===== config.mk =====
export PLATFORM = sky130hd
export DESIGN_NAME = line_timestamp_block_packer_core
export DESIGN_NICKNAME = d
export VERILOG_FILES = /design/src/design/ltbp_pkg.sv /design/src/design/ltbp_front.sv /design/src/design/ltbp_queue.sv /design/src/design/ltbp_back.sv /design/src/design/line_timestamp_block_packer_core.sv
export SDC_FILE = /design/constraint.sdc
export NUM_CORES = 1
export LEC_CHECK = 0
export ABC_CLOCK_PERIOD_IN_PS = 8109
export BUFFER_PORTS_ARGS = -buffer_cell sky130_fd_sc_hd__buf_2
export CAP_MARGIN = 0
export CORE_ASPECT_RATIO = 1.1
export CORE_UTILIZATION = 55
export CTS_BUF_LIST = sky130_fd_sc_hd__clkbuf_2 sky130_fd_sc_hd__clkbuf_4 sky130_fd_sc_hd__clkbuf_8
export DETAILED_ROUTE_END_ITERATION = 16
export HOLD_SLACK_MARGIN = 0.03
export PLACE_DENSITY = 0.85
export SYNTH_ARGS = -nofsm -noshare
export SYNTH_HDL_FRONTEND = slang
export SYNTH_SLANG_ARGS = --single-unit
export TNS_END_PERCENT = 5

===== constraint.sdc =====
create_clock -name clk -period 8.11 [get_ports clk]
set_input_delay 1.2165 -clock clk [delete_from_list [all_inputs] [get_ports clk]]
set_output_delay 1.2165 -clock clk [all_outputs]
set_load 0.02 [all_outputs]

===== src/design/ltbp_pkg.sv =====
`default_nettype none

package ltbp_pkg;

    localparam int BLOCK_BYTES = 512;
    localparam int FILL_W      = $clog2(BLOCK_BYTES);
    localparam int REP_W       = 10;
    localparam int QDEPTH      = 4;
    localparam int QPTR_W      = $clog2(QDEPTH);
    localparam int QCNT_W      = $clog2(QDEPTH + 1);

    localparam logic [7:0] CH_CR     = 8'h0D;
    localparam logic [7:0] CH_LF     = 8'h0A;
    localparam logic [7:0] CH_SPACE  = 8'h20;
    localparam logic [7:0] CH_OPEN   = 8'h28;
    localparam logic [7:0] CH_CLOSE  = 8'h29;
    localparam logic [7:0] CH_COLON  = 8'h3A;
    localparam logic [7:0] CH_ZERO   = 8'h30;

    localparam logic CFG_IDLE_TIMEOUT = 1'b0;
    localparam logic CFG_FILE_LIMIT   = 1'b1;

    localparam logic KIND_DATA = 1'b0;
    localparam logic KIND_TICK = 1'b1;

    typedef struct packed {
        logic       kind;
        logic [7:0] data_byte;
        logic [4:0] hour;
        logic [5:0] minute;
        logic [5:0] second;
    } in_item_t;

    typedef struct packed {
        logic [7:0]       out_byte;
        logic [REP_W-1:0] repeat_count;
        logic             block_last;
        logic             file_last;
        logic             run_last;
    } out_item_t;

    // one queued command: a data byte (maybe with mark) or a padding request
    typedef struct packed {
        logic            pad;
        logic [7:0]      data_byte;
        logic            mark;
        logic [5:0][7:0] digits;
    } cmd_t;

    typedef struct packed {
        logic head_valid;
        logic full;
    } qstat_t;

    function automatic logic [3:0] tens_of(input logic [5:0] v);
        logic [3:0] t;
        if (v >= 6'd60)      t = 4'd6;
        else if (v >= 6'd50) t = 4'd5;
        else if (v >= 6'd40) t = 4'd4;
        else if (v >= 6'd30) t = 4'd3;
        else if (v >= 6'd20) t = 4'd2;
        else if (v >= 6'd10) t = 4'd1;
        else                 t = 4'd0;
        return t;
    endfunction

    function automatic logic [7:0] tens_char(input logic [5:0] v);
        return CH_ZERO + {4'd0, tens_of(v)};
    endfunction

    function automatic logic [7:0] ones_char(input logic [5:0] v);
        logic [5:0] tens10;
        logic [5:0] rem;
        tens10 = {2'd0, tens_of(v)} * 6'd10;
        rem    = v - tens10;
        return CH_ZERO + {2'd0, rem};
    endfunction

endpackage

`default_nettype wire


===== src/design/ltbp_front.sv =====
`default_nettype none

module ltbp_front (
    input  wire logic              clk,
    input  wire logic              rst_n,
    input  wire logic              in_valid,
    output logic                   in_stall,
    input  wire ltbp_pkg::in_item_t in_data,
    input  wire logic [31:0]       idle_timeout,
    input  wire ltbp_pkg::qstat_t  qstat,
    output logic                   push,
    output ltbp_pkg::cmd_t         push_cmd
);
    import ltbp_pkg::*;

    logic [7:0]  prev_byte_reg, prev_byte_next;
    logic [31:0] idle_count_reg, idle_count_next;
    logic        accept;
    logic        pad_req;

    assign in_stall = qstat.full;
    assign accept   = in_valid && !in_stall;

    always_comb
    begin
        prev_byte_next  = prev_byte_reg;
        idle_count_next = idle_count_reg;
        pad_req         = 1'b0;
        if (accept)
        begin
            if (in_data.kind == KIND_DATA)
            begin
                idle_count_next = 32'd0;
                prev_byte_next  = in_data.data_byte;
            end
            else
            begin
                if (idle_count_reg != 32'hFFFF_FFFF)
                    idle_count_next = idle_count_reg + 32'd1;
                pad_req = idle_count_next > idle_timeout;
            end
        end
    end

    // ticks that leave the idle count at or below the timeout leave no trace downstream
    assign push = accept && ((in_data.kind == KIND_DATA) || pad_req);

    always_comb
    begin
        push_cmd.pad       = (in_data.kind == KIND_TICK);
        push_cmd.data_byte = in_data.data_byte;
        push_cmd.mark      = (in_data.kind == KIND_DATA) && (prev_byte_reg == CH_CR)
                             && (in_data.data_byte == CH_LF);
        push_cmd.digits[0] = tens_char({1'b0, in_data.hour});
        push_cmd.digits[1] = ones_char({1'b0, in_data.hour});
        push_cmd.digits[2] = tens_char(in_data.minute);
        push_cmd.digits[3] = ones_char(in_data.minute);
        push_cmd.digits[4] = tens_char(in_data.second);
        push_cmd.digits[5] = ones_char(in_data.second);
    end

    always_ff @(posedge clk or negedge rst_n)
    begin
        if (!rst_n)
        begin
            prev_byte_reg  <= 8'd0;
            idle_count_reg <= 32'd0;
        end
        else
        begin
            prev_byte_reg  <= prev_byte_next;
            idle_count_reg <= idle_count_next;
        end
    end

endmodule

`default_nettype wire


===== src/design/ltbp_queue.sv =====
`default_nettype none

module ltbp_queue (
    input  wire logic            clk,
    input  wire logic            rst_n,
    input  wire logic            push,
    input  wire ltbp_pkg::cmd_t  push_cmd,
    input  wire logic            pop,
    output ltbp_pkg::qstat_t     qstat,
    output ltbp_pkg::cmd_t       head_cmd
);
    import ltbp_pkg::*;

    cmd_t              slot_reg [QDEPTH];
    logic [QPTR_W-1:0] wr_ptr_reg, wr_ptr_next;
    logic [QPTR_W-1:0] rd_ptr_reg, rd_ptr_next;
    logic [QCNT_W-1:0] count_reg, count_next;
    logic              do_push, do_pop;

    assign qstat.full       = (count_reg == QCNT_W'(QDEPTH));
    assign qstat.head_valid = (count_reg != '0);
    assign head_cmd         = slot_reg[rd_ptr_reg];

    assign do_push = push && !qstat.full;
    assign do_pop  = pop && qstat.head_valid;

    always_comb
    begin
        wr_ptr_next = wr_ptr_reg;
        rd_ptr_next = rd_ptr_reg;
        count_next  = count_reg;
        if (do_push)
            wr_ptr_next = (wr_ptr_reg == QPTR_W'(QDEPTH - 1)) ? '0 : wr_ptr_reg + 1'b1;
        if (do_pop)
            rd_ptr_next = (rd_ptr_reg == QPTR_W'(QDEPTH - 1)) ? '0 : rd_ptr_reg + 1'b1;
        if (do_push && !do_pop)
            count_next = count_reg + 1'b1;
        else if (do_pop && !do_push)
            count_next = count_reg - 1'b1;
    end

    always_ff @(posedge clk)
    begin
        if (do_push)
            slot_reg[wr_ptr_reg] <= push_cmd;
    end

    always_ff @(posedge clk or negedge rst_n)
    begin
        if (!rst_n)
        begin
            wr_ptr_reg <= '0;
            rd_ptr_reg <= '0;
            count_reg  <= '0;
        end
        else
        begin
            wr_ptr_reg <= wr_ptr_next;
            rd_ptr_reg <= rd_ptr_next;
            count_reg  <= count_next;
        end
    end

endmodule

`default_nettype wire


===== src/design/ltbp_back.sv =====
`default_nettype none

module ltbp_back (
    input  wire logic             clk,
    input  wire logic             rst_n,
    input  wire ltbp_pkg::qstat_t qstat,
    input  wire ltbp_pkg::cmd_t   head_cmd,
    output logic                  pop,
    input  wire logic [31:0]      file_limit,
    output logic                  out_valid,
    input  wire logic             out_stall,
    output ltbp_pkg::out_item_t   out_data
);
    import ltbp_pkg::*;

    // positions within a byte plus time mark
    localparam logic [3:0] SEQ_BYTE  = 4'd0;
    localparam logic [3:0] SEQ_OPEN  = 4'd1;
    localparam logic [3:0] SEQ_H10   = 4'd2;
    localparam logic [3:0] SEQ_H1    = 4'd3;
    localparam logic [3:0] SEQ_C1    = 4'd4;
    localparam logic [3:0] SEQ_M10   = 4'd5;
    localparam logic [3:0] SEQ_M1    = 4'd6;
    localparam logic [3:0] SEQ_C2    = 4'd7;
    localparam logic [3:0] SEQ_S10   = 4'd8;
    localparam logic [3:0] SEQ_S1    = 4'd9;
    localparam logic [3:0] SEQ_CLOSE = 4'd10;
    localparam logic [3:0] SEQ_SPACE = 4'd11;

    logic [FILL_W-1:0] fill_reg, fill_next;
    logic [31:0]       file_bytes_reg, file_bytes_next;
    logic [3:0]        seq_reg, seq_next;
    logic              out_valid_reg, out_valid_next;
    out_item_t         out_data_reg, out_data_next;

    logic              advance, last, emit;
    logic [7:0]        cur_char;
    logic [FILL_W:0]   fill_plus;
    logic [32:0]       file_sum;
    logic [31:0]       rep_wide;

    assign advance   = qstat.head_valid && (!out_valid_reg || !out_stall);
    assign last      = head_cmd.pad || !head_cmd.mark || (seq_reg == SEQ_SPACE);
    assign emit      = !head_cmd.pad || (fill_reg != '0);
    assign pop       = advance && last;
    assign fill_plus = {1'b0, fill_reg} + 1'b1;
    assign file_sum  = {1'b0, file_bytes_reg} + 33'(BLOCK_BYTES);
    assign rep_wide  = 32'(BLOCK_BYTES) - 32'(fill_reg);

    always_comb
    begin
        case (seq_reg)
            SEQ_BYTE:  cur_char = head_cmd.data_byte;
            SEQ_OPEN:  cur_char = CH_OPEN;
            SEQ_H10:   cur_char = head_cmd.digits[0];
            SEQ_H1:    cur_char = head_cmd.digits[1];
            SEQ_C1:    cur_char = CH_COLON;
            SEQ_M10:   cur_char = head_cmd.digits[2];
            SEQ_M1:    cur_char = head_cmd.digits[3];
            SEQ_C2:    cur_char = CH_COLON;
            SEQ_S10:   cur_char = head_cmd.digits[4];
            SEQ_S1:    cur_char = head_cmd.digits[5];
            SEQ_CLOSE: cur_char = CH_CLOSE;
            SEQ_SPACE: cur_char = CH_SPACE;
            default:   cur_char = CH_SPACE;
        endcase
    end

    always_comb
    begin
        fill_next       = fill_reg;
        file_bytes_next = file_bytes_reg;
        seq_next        = seq_reg;
        out_data_next   = out_data_reg;
        out_valid_next  = out_valid_reg && out_stall;
        if (advance)
        begin
            seq_next = last ? SEQ_BYTE : seq_reg + 4'd1;
            if (head_cmd.pad)
            begin
                if (emit)
                begin
                    // pad the partial block and close the file
                    out_data_next.out_byte     = CH_SPACE;
                    out_data_next.repeat_count = rep_wide[REP_W-1:0];
                    out_data_next.block_last   = 1'b1;
                    out_data_next.file_last    = 1'b1;
                    out_data_next.run_last     = 1'b1;
                    out_valid_next             = 1'b1;
                    fill_next                  = '0;
                    file_bytes_next            = 32'd0;
                end
            end
            else
            begin
                out_data_next.out_byte     = cur_char;
                out_data_next.repeat_count = REP_W'(1);
                out_data_next.block_last   = 1'b0;
                out_data_next.file_last    = 1'b0;
                out_data_next.run_last     = last;
                out_valid_next             = 1'b1;
                fill_next                  = fill_plus[FILL_W-1:0];
                if (fill_plus == (FILL_W + 1)'(BLOCK_BYTES))
                begin
                    out_data_next.block_last = 1'b1;
                    fill_next                = '0;
                    if (file_sum >= {1'b0, file_limit})
                    begin
                        out_data_next.file_last = 1'b1;
                        file_bytes_next         = 32'd0;
                    end
                    else
                    begin
                        file_bytes_next = file_sum[31:0];
                    end
                end
            end
        end
    end

    assign out_valid = out_valid_reg;
    assign out_data  = out_data_reg;

    always_ff @(posedge clk)
    begin
        out_data_reg <= out_data_next;
    end

    always_ff @(posedge clk or negedge rst_n)
    begin
        if (!rst_n)
        begin
            fill_reg       <= '0;
            file_bytes_reg <= 32'd0;
            seq_reg        <= SEQ_BYTE;
            out_valid_reg  <= 1'b0;
        end
        else
        begin
            fill_reg       <= fill_next;
            file_bytes_reg <= file_bytes_next;
            seq_reg        <= seq_next;
            out_valid_reg  <= out_valid_next;
        end
    end

endmodule

`default_nettype wire


===== src/design/line_timestamp_block_packer_core.sv =====
// line time-stamp block packer
//
// input channel (in_valid / in_stall / in_data): one word per received
// console byte (kind data) or per idle tick (kind tick). output channel
// (out_valid / out_stall / out_data): one word per byte placed in the block
// stream, or one padding word carrying a run of spaces in repeat_count.
// after a CR LF pair the LF is followed by the 11-character "(HH:MM:SS) "
// mark, so one data word yields 1 or 12 output words; run_last marks the
// final one. words are counted into 512-byte blocks (block_last), and a
// block that brings the file size to at least file_limit also carries
// file_last. words pass a queue slot and the back end's single output
// register, which sets throughput at one word a cycle while out_stall is
// low; a mark run holds the back end while the front fills the 4-deep
// command queue, and in_stall rises only when that queue is full.
// out_stall holds the output word and backs up the queue. reset clears
// counters, the queue and the idle count and loads idle_timeout=1000 and
// file_limit=1048576. the user must write configuration through cfg_we /
// cfg_index / cfg_wdata while the block is idle; nothing enforces it.
`default_nettype none

module line_timestamp_block_packer_core (
    input  wire logic               clk,
    input  wire logic               rst_n,
    input  wire logic               in_valid,
    output logic                    in_stall,
    input  wire ltbp_pkg::in_item_t in_data,
    output logic                    out_valid,
    input  wire logic               out_stall,
    output ltbp_pkg::out_item_t     out_data,
    input  wire logic               cfg_we,
    input  wire logic               cfg_index,
    input  wire logic [31:0]        cfg_wdata
);
    import ltbp_pkg::*;

    logic [31:0] idle_timeout_reg;
    logic [31:0] file_limit_reg;
    qstat_t      qstat;
    logic        push, pop;
    cmd_t        push_cmd, head_cmd;

    always_ff @(posedge clk or negedge rst_n)
    begin
        if (!rst_n)
        begin
            idle_timeout_reg <= 32'd1000;
            file_limit_reg   <= 32'd1048576;
        end
        else if (cfg_we)
        begin
            case (cfg_index)
                CFG_IDLE_TIMEOUT: idle_timeout_reg <= cfg_wdata;
                CFG_FILE_LIMIT:   file_limit_reg   <= cfg_wdata;
                default:          idle_timeout_reg <= idle_timeout_reg;
            endcase
        end
    end

    ltbp_front u_front (
        .clk          (clk),
        .rst_n        (rst_n),
        .in_valid     (in_valid),
        .in_stall     (in_stall),
        .in_data      (in_data),
        .idle_timeout (idle_timeout_reg),
        .qstat        (qstat),
        .push         (push),
        .push_cmd     (push_cmd)
    );

    ltbp_queue u_queue (
        .clk      (clk),
        .rst_n    (rst_n),
        .push     (push),
        .push_cmd (push_cmd),
        .pop      (pop),
        .qstat    (qstat),
        .head_cmd (head_cmd)
    );

    ltbp_back u_back (
        .clk        (clk),
        .rst_n      (rst_n),
        .qstat      (qstat),
        .head_cmd   (head_cmd),
        .pop        (pop),
        .file_limit (file_limit_reg),
        .out_valid  (out_valid),
        .out_stall  (out_stall),
        .out_data   (out_data)
    );

endmodule

`default_nettype wire


======== Word-level counts from Yosys, hierarchy flattened ========
Memory sizes are Yosys's and may differ from the RTL's.
Index checks and enable logic that the tools add are counted.
word-level totals
  bits in registers ....................... 178
  memory bits (writable) .................. 208
  output and inout bits ................... 23
  word-level logic and storage cells ...... 159
  memories ................................ 1
memory list
  memory            words  bits a word  rd ports  clocked after Yosys merged registers in  wr ports  line              source
  u_queue.slot_reg  4      52           1         0                                        1         ltbp_queue.sv:14  cmd_t slot_reg [QDEPTH];
cells by class
  $add $sub $neg .......................... 18
  $mul .................................... 3
  order comparisons ....................... 20
  eq/ne operators ......................... 19
  muxes and demuxes ....................... 46
  bitwise operators ....................... 2
  reductions and logical operators ........ 34
operator list
  kind                                                                                  number
  32-bit 2-to-1 mux                                                                     8
  8-bit case mux with 10 select lines                                                   1
  4-bit 2-to-1 mux                                                                      16
  21-bit 2-to-1 mux                                                                     2
  6-bit greater-or-equal comparator (second input constant)                             6
  32-bit by 10-bit adder with 33-bit output (second input constant)                     1
  33-bit by 32-bit greater-or-equal comparator with 1-bit output                        1
  32-bit by 1-bit adder with 32-bit output (second input constant)                      1
  32-bit greater-than comparator                                                        1
  32-bit inequality test (second input constant)                                        1
  9-bit 2-to-1 mux                                                                      3
  6-bit by 5-bit greater-or-equal comparator with 1-bit output (second input constant)  4
  6-bit by 4-bit adder with 7-bit output (first input constant)                         3
  6-bit by 6-bit adder with 7-bit output (first input constant)                         3
  5-bit by 6-bit greater-or-equal comparator with 1-bit output (second input constant)  3
  4-bit by 3-bit == test with 1-bit output (second input constant)                      4
  4-bit == test (second input constant)                                                 4
  8-bit by 4-bit == test with 1-bit output (second input constant)                      2
  4-bit by 3-bit multiplier with 5-bit output (second input constant)                   3
  6-bit by 4-bit greater-or-equal comparator with 1-bit output (second input constant)  2
  6-bit subtractor                                                                      2
  1-bit logical AND                                                                     11
  1-bit 2-to-1 mux                                                                      11
  9-bit by 1-bit adder with 10-bit output (second input constant)                       1
  26 further kinds                                                                      48

======== Longest topological paths before layout ========
  word-level depth ........................ 14
  gate-level depth with buffers ........... 21
  gate-level depth less buffers ........... 20

======== Modules after synthesis ========
From an unflattened synthesis, not the netlist that was laid out.
second synthesis, totals
  cell total of the unflattened synthesis .. 1560
  area, all modules ....................... 20329.5 µm²
modules (own cells, without submodules)
  module                            times used  cells an instance  area an instance (µm²)
  ltbp_queue                        1           341                8899.8
  ltbp_front                        1           595                4659.5
  ltbp_back                         1           487                4335.4
  line_timestamp_block_packer_core  1           137                2434.8

======== Worst setup path after synthesis ========
No wires, ideal clock.
  kind .................................... register -> register
  from .................................... register u_front.idle_count_reg[14]
  to ...................................... memory u_queue.slot_reg[0][0] (netlist bit) (enable)
  library setup time ...................... 0.440 ns
  arrival ................................. 4.883 ns
  data required time ...................... 7.670 ns
  path slack .............................. 2.787 ns
  stages on the path, launching flop included .. 14
  buffers on the path ..................... 1
  period minus slack after synthesis ...... 5.323 ns
  cell sequence ........................... dfrtp_1 -> clkbuf_1 -> nand4_1 -> nor4_4 -> nand2_1 -> or4_1 -> xnor2_1 -> ha_1 -> nand4_1 -> nor3_1 -> a2111oi_0 -> a221oi_1 -> a31oi_1 -> nor2b_1
on the way
  cells in the longest elaborated chain, start to end .. 12
  elaborated cells between the ends (all ways) .. 13
  those cells by class .................... add/sub: 1; order compare: 1; eq/ne: 1; mux: 7; reduce/logical: 3
RTL lines
  element                                                                             line                                source
  from (decl)                                                                         ltbp_front.sv:17                    logic [31:0] idle_count_reg, idle_count_next;
  from (signal assigned)                                                              ltbp_front.sv:72                    idle_count_reg <= idle_count_next;
  32-bit by 1-bit adder with 32-bit output or 32-bit inequality test (tied branches)  ltbp_front.sv:39, ltbp_front.sv:38
  32-bit 2-to-1 mux *                                                                 ltbp_front.sv:38                    if (idle_count_reg != 32'hFFFF_FFFF)
  32-bit 2-to-1 mux *                                                                 ltbp_front.sv:31                    if (in_data.kind == KIND_DATA)
  32-bit 2-to-1 mux *                                                                 ltbp_front.sv:29                    if (accept)
  32-bit greater-than comparator *                                                    ltbp_front.sv:40                    pad_req = idle_count_next > idle_timeout;
  1-bit 2-to-1 mux *                                                                  ltbp_front.sv:31
  1-bit 2-to-1 mux *                                                                  ltbp_front.sv:29
  1-bit logical OR *                                                                  ltbp_front.sv:46                    assign push = accept && ((in_data.kind == KIND_DATA) || pad_req);
  1-bit logical AND *                                                                 ltbp_front.sv:46
  1-bit logical AND *                                                                 ltbp_queue.sv:24                    assign do_push = push && !qstat.full;
  1-bit 2-to-1 mux *                                                                  ltbp_queue.sv:44                    if (do_push)
  1-bit 2-to-1 mux (not written as such) *                                            ltbp_queue.sv:45                    slot_reg[wr_ptr_reg] <= push_cmd;
  to (decl)                                                                           ltbp_queue.sv:14
Every way passes the cells marked *; elsewhere a longest branch is shown, timed or not. The select of a mux whose other input is x is not followed.

======== Worst setup path in the final report ========
  from .................................... register u_front.idle_count_reg[4]
  to ...................................... register u_queue.count_reg[1]
on the way
  elaborated cells between the ends (all ways) .. 16
  those cells by class .................... add/sub: 1; order compare: 1; eq/ne: 1; mux: 6; reduce/logical: 7
RTL lines
  element                                                                             line                                source
  32-bit by 1-bit adder with 32-bit output or 32-bit inequality test (tied branches)  ltbp_front.sv:39, ltbp_front.sv:38
  32-bit 2-to-1 mux *                                                                 ltbp_front.sv:38
  32-bit 2-to-1 mux *                                                                 ltbp_front.sv:31
  32-bit 2-to-1 mux *                                                                 ltbp_front.sv:29
  32-bit greater-than comparator *                                                    ltbp_front.sv:40
  1-bit 2-to-1 mux *                                                                  ltbp_front.sv:31
  1-bit 2-to-1 mux *                                                                  ltbp_front.sv:29
  1-bit logical OR *                                                                  ltbp_front.sv:46
  1-bit logical AND *                                                                 ltbp_front.sv:46
  1-bit logical AND *                                                                 ltbp_queue.sv:24
  named net u_queue.do_push                                                           ltbp_queue.sv:18                    logic do_push, do_pop;
  1-bit logical AND *                                                                 ltbp_queue.sv:36                    if (do_push && !do_pop)
  3-bit 2-to-1 mux *                                                                  ltbp_queue.sv:36
  named net u_queue.count_next[1]                                                     ltbp_queue.sv:17                    logic [QCNT_W-1:0] count_reg, count_next;
  to (signal assigned)                                                                ltbp_queue.sv:60                    count_reg <= count_next;
  to (decl)                                                                           ltbp_queue.sv:17
The timed path passes the listed nets; every way through them passes the cells marked *. The select of a mux whose other input is x is not followed.
A chain may end at the register's enable or synchronous reset.

==> flow_summary.yaml <==
detailed_routing:
  wl_per_cell_um: 18.4
  drt-total-wl_um: 36500
  drc_errors: 0
  dr_total_vias: 11900
  dr.pass1.iters: 5
  ant_nets: 0
  viasPerCell: 5.98
  drt_iter0_drc: 1011
clocking:
  path_clk_slew_ps: 60
  clock_latency_ps: 590
  tritoncts: "built"
  cts.sinks: 325
  h-tree-depth: 2
  ctsRootBufferMaster: "clkbuf_8"
  cts_setup_buffers: 0
  cts_resized: 0
  numCtsBuffers: 52
  clk_path_buf_depth: 3
  hold_buffers: 0
place:
  portBuffers: 86
  gp_congestion: 0.877
  dp_hpwl_um: 24700
  placed_area_um2: 17700
timing:
  rsz0062_at_grt: "false"
  slew_violations: 0
  fin_crit_ps: 5170
  whs_ps: 503
  max_freq_mhz: 194
  tns_ps: 0
  skew_ps: 27.0
  fin_crit_sh_pct: 63.7
  hold_violations: 0
  final-setup-viol-count: 0
  slew_headroom_pct: 34.9
  worstMarginPinSlew_ps: 976
worst_setup_path:
  start_kind: "flop"
  end_kind: "flop"
  critical_path_peak_fanout: 8
  cp.required_ps: 8580
  critical_path_class: "reg -> reg"
  arrival_ps: 5630
min_path:
  min_path_type: "reg -> reg"
yosys:
  netlist_top_cells_count: "177 x edfxtp_1, 141 x dfrtp_1, 141 x nand2_1, 110 x inv_1, 88 x ha_1"
  ys_types: 77
  yosysTopAreaCell: "edfxtp_1"
  ys.flop_type: "edfxtp_1"
  postSynthCellCount: 1444
  ys_seq_area_share_pct: 53.7
  ys_ff_latch: 325
  synth_top_area_share_pct: 31.6
  syn_area_um2: 16800
  avgSynthCellArea_um2: 11.6
  post-synth-top-count-cell: "edfxtp_1"
  yosys_warnings: 0
  yosys-top-cells-area: "edfxtp_1 32%, dfrtp_1 21%, ha_1 6.5%, mux4_2 4.3%, mux2_2 3.9%"
  async_reset_ff_share_pct: 45.5
  synth_fp_nets: 1600
  synth-edff-count: 177
floorplan:
  fp.dieW_um: 169
  die_y_um: 185
  row_count: 66
  core-area_um2: 29800
  start_util_pct: 56.4
  fp.dieArea_um2: 31300
  ios: 87
pwr:
  p_total_mw: 5.81
  power.density_nw_per_um2: 309
  p_leak_nw: 7.83
  ir_drop_mv: 0.181
grt:
  grt_pass1_wl_um: 59300
  grt_max_degree: 84
  grt_overflow: 0
  grt_use_total_pct: 23.7
  grt_pass1_vias: 11700
  antenna_found_initial: 4
finish:
  nets: 1690
  design_area_um2: 18800
  area_growth_pct: 11.9
  drive_above_1_share_pct: 19.4
  largest_reg_flops: 156
  num-fill-cells: 2135
job:
  drv_cap: 0
outcome:
  status: "finished, final reports clean"
worst max-delay path: stages, from the launching register on:
cell	delay, ps
dfrtp_1	520
nand4_4	190
or3_2	560
nor4_1	610
nand4_1	270
xnor2_1	300
ha_1	300
nand4_1	150
nor3_1	80
a2111oi_0	420
a221oi_1	170
a31oi_1	240
buf_4	240
inv_1	60
ha_1	210
inv_1	90
fa_1	400
mux2_2	270
report_power, final:
part | internal (mW) | total [mW] | switching, mW
sequential | 2.17 | 2.39 | 0.213
combinational | 0.757 | 1.89 | 1.13
clock | 0.878 | 1.54 | 0.659
total | 3.81 | 5.81 | 2.00
through the flow:
step / util, % / worst slack (ps) / cells
detailed placement: 59.2 / 3060 / 1888
global placement: 59.2 / 3300 / 1888
global route: 63.1 / 2650 / 1984
floorplan: - / 2790 / 1444
finish: 63.1 / 2940 / 1984
CTS: 63.1 / 3060 / 1983
final timing paths:
check,startpoint,endpoint,slack (ps),cells after the start
max in group asynchronous,rst_n,u_queue.rd_ptr_reg[0],5990,2
min in group asynchronous,rst_n,u_back.out_valid,670,1
worst max register to register,u_front.idle_count_reg[4],u_queue.count_reg[1],2940,17
worst min register to register,file_limit_reg[8],file_limit_reg[8],500,1
worst max-delay path,u_front.idle_count_reg[4],u_queue.count_reg[1],2940,17
worst min-delay path,file_limit_reg[8],file_limit_reg[8],500,1
cell usage in the layout (no fill, tap or decap), types with 14 or more instances in the layout:
cell | synthesis | final
nand2_1 | 141 | 141
inv_1 | 110 | 110
nor2_1 | 71 | 71
mux2i_1 | 28 | 28
mux4_2 | 32 | 32
xnor2_1 | 42 | 42
nor4_1 | 20 | 20
a21oi_1 | 48 | 48
a21o_1 | 14 | 14
mux2_2 | 58 | 58
edfxtp_1 | 177 | 177
nand4_1 | 23 | 23
dfrtp_1 | 141 | 140
xor2_1 | 25 | 25
nand3_1 | 53 | 53
and3_1 | 14 | 14
ha_1 | 88 | 88
and2_1 | 15 | 15
buf_2 | 8 | 85
nor3_1 | 24 | 24
o21ai_0 | 77 | 77
clkbuf_8 | 0 | 58
logic make-up (layout without fill, tap and decap cells):
group,after synthesis,count (layout),share of synthesized area [%]
and+or+nand+nor,429,429,12.9
DFF,325,325,53.7
AOI/OAI and AO/OA,237,237,8.97
buffers and inverters,173,304,3.92
muxes,118,118,9.84
adders and majority gates,95,95,7.20
xor gates and xnor gates,67,67,3.49
other,0,1,0
metal layers:
| metal | GRT usage, % | vias to the layer above | routed length (µm) |
|---|---|---|---|
| li1 | - | 5458 | - |
| met1 | 31.3 | 5825 | 15400 |
| met2 | 40.1 | 489 | 17800 |
| met3 | 3.61 | 81 | 2350 |
| met4 | 7.85 | 4 | 914 |
| met5 | 0 | - | 22 |
area by class of cell:
cell class / count / area, µm² / area share (%)
inverter: 110 / 413 / 2.19
antenna: 1 / 2.50 / 0.0133
tap: 408 / 510 / 2.71
sequential: 325 / 9030 / 48.0
timing repair buffer: 99 / 534 / 2.84
multi-input combinational: 946 / 7170 / 38.1
clock buffer: 69 / 881 / 4.68
clock inverter: 26 / 280 / 1.49
No activity file was read; power rests on OpenSTA's default activity.
